`src/rtl/oetb_pkg.sv`:
```
`timescale 1ns / 1ps
`default_nettype none
package oetb_pkg;

  localparam int NUM_TIMERS_DEF   = 16;
  localparam int MAX_EXPIRIES_DEF = 16;
  localparam int TIME_W           = 48;
  localparam int DUR_W            = 32;
  localparam int SLOT_W           = 4;

  // item modes
  localparam logic [2:0] MODE_POLL   = 3'd0;
  localparam logic [2:0] MODE_START  = 3'd1;
  localparam logic [2:0] MODE_STOP   = 3'd2;
  localparam logic [2:0] MODE_FFWD   = 3'd3;
  localparam logic [2:0] MODE_PAUSE  = 3'd4;
  localparam logic [2:0] MODE_RESUME = 3'd5;

  // result kinds
  localparam logic KIND_ACK    = 1'b0;
  localparam logic KIND_EXPIRY = 1'b1;

  // timer store write controls
  typedef struct packed {
    logic et_we;
    logic per_we;
    logic run_set;
    logic run_clr;
    logic one_shot;
  } store_ctl_t;

endpackage
`default_nettype wire

```
`src/rtl/ordered_expiry_timer_bank_unit.sv`:
```
`timescale 1ns / 1ps
`default_nettype none
// Timer bank of NUM_TIMERS one-shot or periodic timers on a virtual millisecond
// clock. Assert start with an item while busy is low; busy stays high until the
// item's last result has been shown. Results appear one per out_valid pulse and
// cannot be stalled, so the receiver must take every pulse; out_last marks the
// final result of an item. An item that expires nothing gives one acknowledge.
// Every time sum goes through one shared 49-bit adder, one step a cycle: an
// item other than a poll or fast forward passes two virtual-time steps and, for
// a start or a resume, its own update steps before its result, and the next item
// can be accepted in the result cycle. A poll scans all slots with one comparator
// fed from a memory read port and scans again after each expiry found, up to
// MAX_EXPIRIES expiries; a fast forward first adds its advance, then scans the
// same way.
module ordered_expiry_timer_bank_unit #(
  parameter int NUM_TIMERS   = oetb_pkg::NUM_TIMERS_DEF,
  parameter int MAX_EXPIRIES = oetb_pkg::MAX_EXPIRIES_DEF
) (
  input  wire logic                          clk,
  input  wire logic                          rst_n,
  input  wire logic                          start,
  output logic                               busy,
  input  wire logic [2:0]                    in_mode,
  input  wire logic [oetb_pkg::TIME_W-1:0]   in_raw_time,
  input  wire logic [oetb_pkg::SLOT_W-1:0]   in_slot,
  input  wire logic [oetb_pkg::DUR_W-1:0]    in_duration,
  input  wire logic                          in_one_shot,
  input  wire logic [oetb_pkg::DUR_W-1:0]    in_advance,
  output logic                               out_valid,
  output logic                               out_kind,
  output logic [oetb_pkg::SLOT_W-1:0]        out_expired_slot,
  output logic [oetb_pkg::TIME_W-1:0]        out_expire_time,
  output logic                               out_last
);

  localparam int IW = $clog2(NUM_TIMERS);
  localparam int CW = IW + 1;
  localparam int NW = $clog2(MAX_EXPIRIES + 1);
  localparam int TW = oetb_pkg::TIME_W;
  localparam int DW = oetb_pkg::DUR_W;
  localparam logic [CW-1:0] SCAN_END = CW'(NUM_TIMERS);
  localparam logic [NW-1:0] N_LAST   = NW'(MAX_EXPIRIES - 1);

  typedef enum logic [9:0] {
    ST_IDLE = 10'b0000000001,
    ST_FWD  = 10'b0000000010,
    ST_VT1  = 10'b0000000100,
    ST_VT2  = 10'b0000001000,
    ST_ACT  = 10'b0000010000,
    ST_RES1 = 10'b0000100000,
    ST_RES2 = 10'b0001000000,
    ST_SCAN = 10'b0010000000,
    ST_PER  = 10'b0100000000,
    ST_UPD  = 10'b1000000000
  } state_t;

  state_t state_r, state_nxt;

  // latched item
  logic [2:0]    mode_r;
  logic [TW-1:0] raw_r;
  logic [oetb_pkg::SLOT_W-1:0] slot_r;
  logic [DW-1:0] dur_r;
  logic          os_in_r;
  logic [DW-1:0] adv_r;

  // time state
  logic [TW-1:0] fwd_r, fwd_nxt;
  logic [TW:0]   po_r, po_nxt;
  logic          paused_r, paused_nxt;
  logic [TW-1:0] paused_at_r, paused_at_nxt;
  logic [TW-1:0] acc_r, acc_nxt;
  logic [TW-1:0] now_r, now_nxt;

  // scan state
  logic [CW-1:0] cnt_r, cnt_nxt;
  logic          dv_r, dv_nxt;
  logic [IW-1:0] didx_r, didx_nxt;
  logic          found_r, found_nxt;
  logic [IW-1:0] best_idx_r, best_idx_nxt;
  logic [TW-1:0] best_et_r, best_et_nxt;
  logic [NW-1:0] n_r, n_nxt;
  logic          pend_r, pend_nxt;
  logic [IW-1:0] pend_idx_r, pend_idx_nxt;
  logic [TW-1:0] pend_et_r, pend_et_nxt;

  // result registers
  logic          ov_r, ov_nxt;
  logic          ok_r, ok_nxt;
  logic [oetb_pkg::SLOT_W-1:0] os_slot_r, os_slot_nxt;
  logic [TW-1:0] ot_r, ot_nxt;
  logic          ol_r, ol_nxt;

  // shared adder
  logic [TW:0] add_a, add_b, add_sum;
  logic        add_ci;

  // store port
  oetb_pkg::store_ctl_t ctl;
  logic [IW-1:0] wr_idx, rd_idx;
  logic [TW-1:0] wr_et, rd_et;
  logic [DW-1:0] rd_per;
  logic          rd_run, rd_one_shot;

  logic slot_ok;
  logic cand;

  assign slot_ok = (32'(slot_r) < NUM_TIMERS);

  assign add_sum = add_a + add_b + {{TW{1'b0}}, add_ci};

  assign cand = dv_r && rd_run && (now_r >= rd_et) && (!found_r || (rd_et < best_et_r));

  oetb_store #(.NUM_TIMERS(NUM_TIMERS)) u_store (
    .clk         (clk),
    .rst_n       (rst_n),
    .ctl         (ctl),
    .wr_idx      (wr_idx),
    .wr_et       (wr_et),
    .wr_per      (dur_r),
    .rd_idx      (rd_idx),
    .per_idx     (best_idx_r),
    .rd_et       (rd_et),
    .rd_run      (rd_run),
    .rd_per      (rd_per),
    .rd_one_shot (rd_one_shot)
  );

  // pick adder operands by step
  always_comb begin
    add_a  = '0;
    add_b  = '0;
    add_ci = 1'b0;
    case (state_r)
      ST_FWD: begin
        add_a = {1'b0, fwd_r};
        add_b = (TW + 1)'(adv_r);
      end
      ST_VT1: begin
        add_a = {1'b0, paused_r ? paused_at_r : raw_r};
        add_b = {1'b0, fwd_r};
      end
      ST_VT2: begin
        add_a = {1'b0, acc_r};
        add_b = {1'b0, po_r[TW-1:0]};
      end
      ST_ACT: begin
        add_a = {1'b0, now_r};
        add_b = (TW + 1)'(dur_r);
      end
      ST_RES1: begin
        add_a = po_r;
        add_b = {1'b0, paused_at_r};
      end
      ST_RES2: begin
        add_a  = po_r;
        add_b  = ~{1'b0, raw_r};
        add_ci = 1'b1;
      end
      ST_UPD: begin
        add_a = {1'b0, best_et_r};
        add_b = (TW + 1)'(rd_per);
      end
      default: begin
      end
    endcase
  end

  // sequence the item
  always_comb begin
    state_nxt     = state_r;
    fwd_nxt       = fwd_r;
    po_nxt        = po_r;
    paused_nxt    = paused_r;
    paused_at_nxt = paused_at_r;
    acc_nxt       = acc_r;
    now_nxt       = now_r;
    cnt_nxt       = cnt_r;
    dv_nxt        = 1'b0;
    didx_nxt      = didx_r;
    found_nxt     = found_r;
    best_idx_nxt  = best_idx_r;
    best_et_nxt   = best_et_r;
    n_nxt         = n_r;
    pend_nxt      = pend_r;
    pend_idx_nxt  = pend_idx_r;
    pend_et_nxt   = pend_et_r;
    ov_nxt        = 1'b0;
    ok_nxt        = ok_r;
    os_slot_nxt   = os_slot_r;
    ot_nxt        = ot_r;
    ol_nxt        = ol_r;
    ctl           = '0;
    wr_idx        = IW'(slot_r);
    wr_et         = add_sum[TW-1:0];
    rd_idx        = cnt_r[IW-1:0];

    case (state_r)
      ST_IDLE: begin
        if (start) begin
          state_nxt = (in_mode == oetb_pkg::MODE_FFWD) ? ST_FWD : ST_VT1;
        end
      end
      ST_FWD: begin
        fwd_nxt   = add_sum[TW-1:0];
        state_nxt = ST_VT1;
      end
      ST_VT1: begin
        acc_nxt   = add_sum[TW-1:0];
        state_nxt = ST_VT2;
      end
      ST_VT2: begin
        now_nxt = add_sum[TW-1:0];
        // default: acknowledge with the virtual time
        ok_nxt      = oetb_pkg::KIND_ACK;
        os_slot_nxt = '0;
        ot_nxt      = add_sum[TW-1:0];
        ol_nxt      = 1'b1;
        case (mode_r)
          oetb_pkg::MODE_POLL, oetb_pkg::MODE_FFWD: begin
            cnt_nxt   = '0;
            found_nxt = 1'b0;
            n_nxt     = '0;
            pend_nxt  = 1'b0;
            state_nxt = ST_SCAN;
          end
          oetb_pkg::MODE_START: begin
            state_nxt = slot_ok ? ST_ACT : ST_IDLE;
            ov_nxt    = !slot_ok;
          end
          oetb_pkg::MODE_STOP: begin
            ctl.run_clr = slot_ok;
            ov_nxt      = 1'b1;
            state_nxt   = ST_IDLE;
          end
          oetb_pkg::MODE_PAUSE: begin
            if (!paused_r) begin
              paused_nxt    = 1'b1;
              paused_at_nxt = raw_r;
            end
            ov_nxt    = 1'b1;
            state_nxt = ST_IDLE;
          end
          oetb_pkg::MODE_RESUME: begin
            state_nxt = paused_r ? ST_RES1 : ST_IDLE;
            ov_nxt    = !paused_r;
          end
          default: begin
            ov_nxt    = 1'b1;
            state_nxt = ST_IDLE;
          end
        endcase
      end
      ST_ACT: begin
        ctl.et_we    = 1'b1;
        ctl.per_we   = 1'b1;
        ctl.run_set  = 1'b1;
        ctl.one_shot = os_in_r;
        ov_nxt       = 1'b1;
        state_nxt    = ST_IDLE;
      end
      ST_RES1: begin
        po_nxt    = add_sum;
        state_nxt = ST_RES2;
      end
      ST_RES2: begin
        po_nxt     = add_sum;
        paused_nxt = 1'b0;
        ov_nxt     = 1'b1;
        state_nxt  = ST_IDLE;
      end
      ST_SCAN: begin
        // issue reads, then compare the returned entry
        if (cnt_r != SCAN_END) begin
          dv_nxt   = 1'b1;
          didx_nxt = cnt_r[IW-1:0];
          cnt_nxt  = cnt_r + 1'b1;
        end
        if (cand) begin
          found_nxt    = 1'b1;
          best_idx_nxt = didx_r;
          best_et_nxt  = rd_et;
        end
        if (cnt_r == SCAN_END && !dv_r) begin
          if (pend_r) begin
            ov_nxt      = 1'b1;
            ok_nxt      = oetb_pkg::KIND_EXPIRY;
            os_slot_nxt = oetb_pkg::SLOT_W'(pend_idx_r);
            ot_nxt      = pend_et_r;
            ol_nxt      = !found_r;
          end else if (!found_r) begin
            ov_nxt = 1'b1;
          end
          state_nxt = found_r ? ST_PER : ST_IDLE;
        end
      end
      ST_PER: begin
        state_nxt = ST_UPD;
      end
      ST_UPD: begin
        wr_idx = best_idx_r;
        if (rd_one_shot) begin
          ctl.run_clr = 1'b1;
        end else begin
          ctl.et_we = 1'b1;
        end
        if (n_r == N_LAST) begin
          ov_nxt      = 1'b1;
          ok_nxt      = oetb_pkg::KIND_EXPIRY;
          os_slot_nxt = oetb_pkg::SLOT_W'(best_idx_r);
          ot_nxt      = best_et_r;
          ol_nxt      = 1'b1;
          state_nxt   = ST_IDLE;
        end else begin
          n_nxt        = n_r + 1'b1;
          pend_nxt     = 1'b1;
          pend_idx_nxt = best_idx_r;
          pend_et_nxt  = best_et_r;
          cnt_nxt      = '0;
          found_nxt    = 1'b0;
          state_nxt    = ST_SCAN;
        end
      end
      default: begin
        state_nxt = ST_IDLE;
      end
    endcase
  end

  // latch the item on accept
  always_ff @(posedge clk) begin
    if (state_r == ST_IDLE && start) begin
      mode_r  <= in_mode;
      raw_r   <= in_raw_time;
      slot_r  <= in_slot;
      dur_r   <= in_duration;
      os_in_r <= in_one_shot;
      adv_r   <= in_advance;
    end
  end

  // advance payload registers
  always_ff @(posedge clk) begin
    acc_r      <= acc_nxt;
    now_r      <= now_nxt;
    cnt_r      <= cnt_nxt;
    didx_r     <= didx_nxt;
    best_idx_r <= best_idx_nxt;
    best_et_r  <= best_et_nxt;
    n_r        <= n_nxt;
    pend_idx_r <= pend_idx_nxt;
    pend_et_r  <= pend_et_nxt;
    ok_r       <= ok_nxt;
    os_slot_r  <= os_slot_nxt;
    ot_r       <= ot_nxt;
    ol_r       <= ol_nxt;
  end

  // advance control and time state
  always_ff @(posedge clk) begin
    if (!rst_n) begin
      state_r     <= ST_IDLE;
      fwd_r       <= '0;
      po_r        <= '0;
      paused_r    <= 1'b0;
      paused_at_r <= '0;
      dv_r        <= 1'b0;
      found_r     <= 1'b0;
      pend_r      <= 1'b0;
      ov_r        <= 1'b0;
    end else begin
      state_r     <= state_nxt;
      fwd_r       <= fwd_nxt;
      po_r        <= po_nxt;
      paused_r    <= paused_nxt;
      paused_at_r <= paused_at_nxt;
      dv_r        <= dv_nxt;
      found_r     <= found_nxt;
      pend_r      <= pend_nxt;
      ov_r        <= ov_nxt;
    end
  end

  assign busy             = (state_r != ST_IDLE);
  assign out_valid        = ov_r;
  assign out_kind         = ok_r;
  assign out_expired_slot = os_slot_r;
  assign out_expire_time  = ot_r;
  assign out_last         = ol_r;

`ifndef NO_ASSERTIONS
  a_last_frees: assert property (@(posedge clk) disable iff (!rst_n)
    out_valid && out_last |-> !busy) else $error("busy after last result");
  a_mid_busy: assert property (@(posedge clk) disable iff (!rst_n)
    out_valid && !out_last |-> busy) else $error("idle before last result");
  a_ack_last: assert property (@(posedge clk) disable iff (!rst_n)
    out_valid && out_kind == oetb_pkg::KIND_ACK |-> out_last)
    else $error("acknowledge not last");
  a_take: assert property (@(posedge clk) disable iff (!rst_n)
    start && !busy |=> busy) else $error("item not taken");
`endif

endmodule
`default_nettype wire

```
`src/rtl/oetb_store.sv`:
```
`timescale 1ns / 1ps
`default_nettype none
module oetb_store #(
  parameter int NUM_TIMERS = oetb_pkg::NUM_TIMERS_DEF,
  localparam int IW = $clog2(NUM_TIMERS)
) (
  input  wire logic                         clk,
  input  wire logic                         rst_n,
  input  wire oetb_pkg::store_ctl_t         ctl,
  input  wire logic [IW-1:0]                wr_idx,
  input  wire logic [oetb_pkg::TIME_W-1:0]  wr_et,
  input  wire logic [oetb_pkg::DUR_W-1:0]   wr_per,
  input  wire logic [IW-1:0]                rd_idx,
  input  wire logic [IW-1:0]                per_idx,
  output logic [oetb_pkg::TIME_W-1:0]       rd_et,
  output logic                              rd_run,
  output logic [oetb_pkg::DUR_W-1:0]        rd_per,
  output logic                              rd_one_shot
);

  logic [oetb_pkg::TIME_W-1:0] et_mem [NUM_TIMERS];
  logic [oetb_pkg::DUR_W-1:0]  per_mem [NUM_TIMERS];
  logic [NUM_TIMERS-1:0]       run_r;
  logic [NUM_TIMERS-1:0]       os_r;

  // write expire times and periods
  always_ff @(posedge clk) begin
    if (ctl.et_we) begin
      et_mem[wr_idx] <= wr_et;
    end
    if (ctl.per_we) begin
      per_mem[wr_idx] <= wr_per;
    end
  end

  // registered reads
  always_ff @(posedge clk) begin
    rd_et       <= et_mem[rd_idx];
    rd_run      <= run_r[rd_idx];
    rd_per      <= per_mem[per_idx];
    rd_one_shot <= os_r[per_idx];
  end

  // hold running and one-shot flags
  always_ff @(posedge clk) begin
    if (!rst_n) begin
      run_r <= '0;
      os_r  <= '0;
    end else begin
      if (ctl.run_set) begin
        run_r[wr_idx] <= 1'b1;
        os_r[wr_idx]  <= ctl.one_shot;
      end else if (ctl.run_clr) begin
        run_r[wr_idx] <= 1'b0;
      end
    end
  end

`ifndef NO_ASSERTIONS
  a_no_set_clr: assert property (@(posedge clk) disable iff (!rst_n)
    !(ctl.run_set && ctl.run_clr)) else $error("set and clear together");
  a_set_takes: assert property (@(posedge clk) disable iff (!rst_n)
    ctl.run_set |=> run_r[$past(wr_idx)]) else $error("run flag not set");
  a_clr_takes: assert property (@(posedge clk) disable iff (!rst_n)
    ctl.run_clr && !ctl.run_set |=> !run_r[$past(wr_idx)])
    else $error("run flag not cleared");
`endif

endmodule
`default_nettype wire

```
`config.mk`:
```
export PLATFORM = sky130hd
export DESIGN_NAME = ordered_expiry_timer_bank_unit
export DESIGN_NICKNAME = d
export VERILOG_FILES = /design/src/rtl/oetb_pkg.sv /design/src/rtl/ordered_expiry_timer_bank_unit.sv /design/src/rtl/oetb_store.sv
export SDC_FILE = /design/constraint.sdc
export NUM_CORES = 2
export LEC_CHECK = 0
export ABC_AREA = 1
export BUFFER_PORTS_ARGS = -buffer_cell sky130_fd_sc_hd__buf_2
export CAP_MARGIN = 20
export CORE_MARGIN = 10
export CORE_UTILIZATION = 35
export CTS_CLUSTER_DIAMETER = 60
export CTS_CLUSTER_SIZE = 16
export DETAILED_ROUTE_END_ITERATION = 6
export SYNTH_ARGS = -nofsm -noshare
export SYNTH_HDL_FRONTEND = slang
export SYNTH_SLANG_ARGS = --single-unit
export TNS_END_PERCENT = 50
```
`constraint.sdc`:
```
create_clock -name clk -period 7.95 [get_ports clk]
set_input_delay 0.795 -clock clk [delete_from_list [all_inputs] [get_ports clk]]
set_output_delay 0.795 -clock clk [all_outputs]
set_load 0.02 [all_outputs]
```
==> summary.md <==
| Metric | Value |
|---|---|
| Starting DRT DRC Count | 5984 |
| R2R Path End | out_expire_time[42]$_DFFE_PP_ |
| Hold depth | 1 |
| Final Total Pwr | 21.2 mW |
| Final nets | 7625 |
| Max Freq | 161 MHz |
| Pre-antenna DRT Iters | 6 |
| CP arrival | 6.82 ns |
| Worst Hold Launch | in_raw_time[41] |
| Critical path launch point type | flop |
| R2R Setup Slk | 1.73 ns |
| Yosys reg bits | 1941 |
| H-tree levels | 4 |
| First-pass GRT wire length | 381 mm |
| Worst min path class | in -> reg |
| Die W | 505 um |
| Syn Area/Cell | 11.3 um2 |
| PortBufs | 178 |
| LEAKAGE | 33.2 nW |
| Leading area contributor after synthesis | edfxtp_1 |
| CP Capture Type | flop |
| Hold bufs inserted after CTS | 0 |
| Total GRT Usage | 0.199 |
| Die area | 255000 um2 |
| Status | finished, final reports clean |
| Mapped Nets | 7542 |
| CP Data Required Time | 8.55 ns |
| Setup CP Type | reg -> reg |
| Clock sink total | 1941 |
| RSZ-0062 raised after global routing | no |
| Max IR drop VDD | 0.000273 V |
| Most frequent cells in the layout | 1668 x edfxtp_1, 1194 x nand2_1, 782 x o21ai_0 |
| WL/cell | 24.9 um |
| Worst Hold End | raw_r[41]$_DFFE_PP_ |
| Core area | 233000 um2 |
| Cts repair resizes | 0 |
| Setup violators final | 0 |
| Slew @ Worst Pin | 1.22 ns |
| Boundary Pins | 179 |
| Vias in the first global route | 54500 |
| Post-Synthesis Cells | 7272 |
| Skew final | 0.0488 ns |
| CTS tree | done |
| Layout cells sized above 1 | 0.0836 |
| # fillers | 22200 |
| Vias | 57200 |
| HPWL Detailed | 171 mm |
| Worst slew margin | 0.188 |
| Initial Util | 0.352 |
| Most common cell after layout, fill and taps aside | edfxtp_1 |
| Post-CTS Setup Bufs | 0 |
| CTS buffer count | 153 |
| Global route overflow | 0 |
| Pwr Density | 232 nW/um2 |
| Root Driver | clkbuf_16 |
| Top-area cell type share of the netlist area | 0.610 |
| Hold Vio Cnt, Final | 0 |
| Fin. max-slew vios | 0 |
| Worst R2R Start | state_r[8]$_SDFFE_PN0P_ |
| Post-synth ARST share | 0 |
| DR vias/cell | 5.39 |
| Reg clk slew, reported paths | 0.08 ns |
| Crit path max fanout | 40 |
| Clock Latency Late Sink | 0.85 ns |
| Maxcap violations | 0 |
| GP Congestion | 0.977 |
| Yosys warning count | 0 |
| Die H | 505 um |
| DRC Markers | 0 |
| Initial antenna violation count | 8 |
| Synthesized cell area | 82200 um2 |
| Final setup TNS | 0 ns |
| Final critical-path share of the clock period | 0.782 |
| FF-to-FF path depth | 22 |
| Minimum clock period | 6.22 ns |
| ANT nets after route | 0 |
| Fin worst setup slack | 1.73 ns |
| Post-synth EDFFs | 1668 |
| Synthesis-to-layout area growth | 11.3% |
| Unique masters post-synth | 54 |
| Largest net degree at the start of global routing | 178 |
| Top post-synthesis cells by area | edfxtp_1 61%, dfxtp_1 6.7%, nand2_1 5.5% |
| Total Wirelength | 265 mm |
| Synth Flop Type | edfxtp_1 |
| CTS Buffer Depth | 3 |
| Cell Rows | 177 |
| Fraction of the yosys area taken by sequential cells | 0.676 |
| Dpl ws | 1.71 ns |
kinds of logic after synthesis:
| logic type | count (synthesis) | synth area share |
|---|---|---|
| AO/OA/AOI/OAI | 1693 | 0.117 |
| flip-flops | 1941 | 0.676 |
| multiplexers | 128 | 0.0156 |
| adder cells (fa/ha/maj) | 147 | 0.0226 |
| buffers and inverters | 1111 | 0.0528 |
| XOR/XNOR | 23 | 0.00245 |
| AND/OR/NAND/NOR | 2229 | 0.113 |
power by group:
part | total (mW) | switching, mW | internal [mW]
Sequential | 12.1 | 0.463 | 11.6
Combinational | 1.54 | 1.16 | 0.375
Clock | 7.59 | 3.79 | 3.80
Total | 21.2 | 5.42 | 15.8
how the worst max path moves through the flow:
| stage | from | endpoint | depth (start not counted) |
|---|---|---|---|
| CTS | state_r[8]$_SDFFE_PN0P_ | out_expire_time[42]$_DFFE_PP_ | 22 |
| finish | state_r[8]$_SDFFE_PN0P_ | out_expire_time[42]$_DFFE_PP_ | 22 |
| floorplan | state_r[8]$_SDFFE_PN0P_ | adv_r[0]$_DFFE_PP_ | 5 |
| global route | state_r[8]$_SDFFE_PN0P_ | out_expire_time[42]$_DFFE_PP_ | 22 |
| global placement | state_r[8]$_SDFFE_PN0P_ | out_expire_time[37]$_DFFE_PP_ | 20 |
| detailed placement | state_r[8]$_SDFFE_PN0P_ | out_expire_time[42]$_DFFE_PP_ | 22 |
synth_stat cells (69+ instances only):
cell         n
a21oi_1    383
a221oi_1    69
clkbuf_1   265
dfxtp_1    273
edfxtp_1  1668
ha_1       145
inv_1      715
mux2i_1    128
nand2_1   1195
nand3_1    197
nand4_1    120
nor2_1     619
o211ai_1   147
o21ai_0    782
o22ai_1    236
state kept, by name (all words and copies together) (netlist names), 16 cells and up, named ones only:
name / flops
acc_r: 48
adv_r: 32
best_et_r: 48
dur_r: 32
fwd_r: 48
now_r: 48
out_expire_time: 48
paused_at_r: 48
pend_et_r: 48
po_r: 48
raw_r: 48
u_store.et_mem: 768
u_store.os_r: 16
u_store.per_mem: 512
u_store.rd_et: 48
u_store.rd_per: 32
metrics by stage:
step | util | instance area [um2] | hold WS, ns | cells
6_report | 0.392 | 91500 | 0.118 | 10600
5_1_grt | 0.392 | 91500 | 0.0823 | 10600
4_1_cts | 0.392 | 91400 | 0.0528 | 10600
3_5_place_dp | 0.371 | 86600 | 0.405 | 10300
3_3_place_gp | 0.371 | 86600 | 0.411 | 10300
2_1_floorplan | - | 82200 | 0.400 | 7272
cell type report:
| class | count | area, um2 | share of cell area |
|---|---|---|---|
| Antenna cell | 8 | 20.0 | 0.000219 |
| Clock buffer | 235 | 4220 | 0.0461 |
| Clock inverter | 42 | 584 | 0.00639 |
| Inverter | 732 | 2780 | 0.0304 |
| Multi-Input combinational cell | 4220 | 22500 | 0.246 |
| Sequential cell | 1941 | 55600 | 0.607 |
| Tap cell | 3132 | 3920 | 0.0428 |
| Timing Repair Buffer | 307 | 1940 | 0.0212 |
worst max-delay path, cell delays in order (launching register included):
cell	delay, ns
dfxtp_1	0.33
nor2_2	0.23
inv_2	0.12
nor2_1	0.16
nand2_2	0.56
nand2_4	0.70
inv_2	0.29
o2111ai_1	0.31
fa_1	0.39
inv_1	0.13
fa_1	0.49
inv_1	0.12
nand3_1	0.07
nand2_1	0.23
nand2_1	0.08
nand2_1	0.23
nand2_1	0.08
nand2_1	0.20
nand3_1	0.25
nand4_1	0.23
nand2_1	0.42
nand2_1	0.21
nand2_1	0.07
layer usage:
| metal | up-vias | track usage | routed length [um] |
|---|---|---|---|
| met3 | 413 | 0.0262 | 17200 |
| met5 | - | 0 | 0 |
| li1 | 25900 | - | - |
| met2 | 2234 | 0.329 | 125000 |
| met1 | 28700 | 0.265 | 111000 |
| met4 | 0 | 0.0811 | 11700 |
Power figures use the tool's default switching activity.
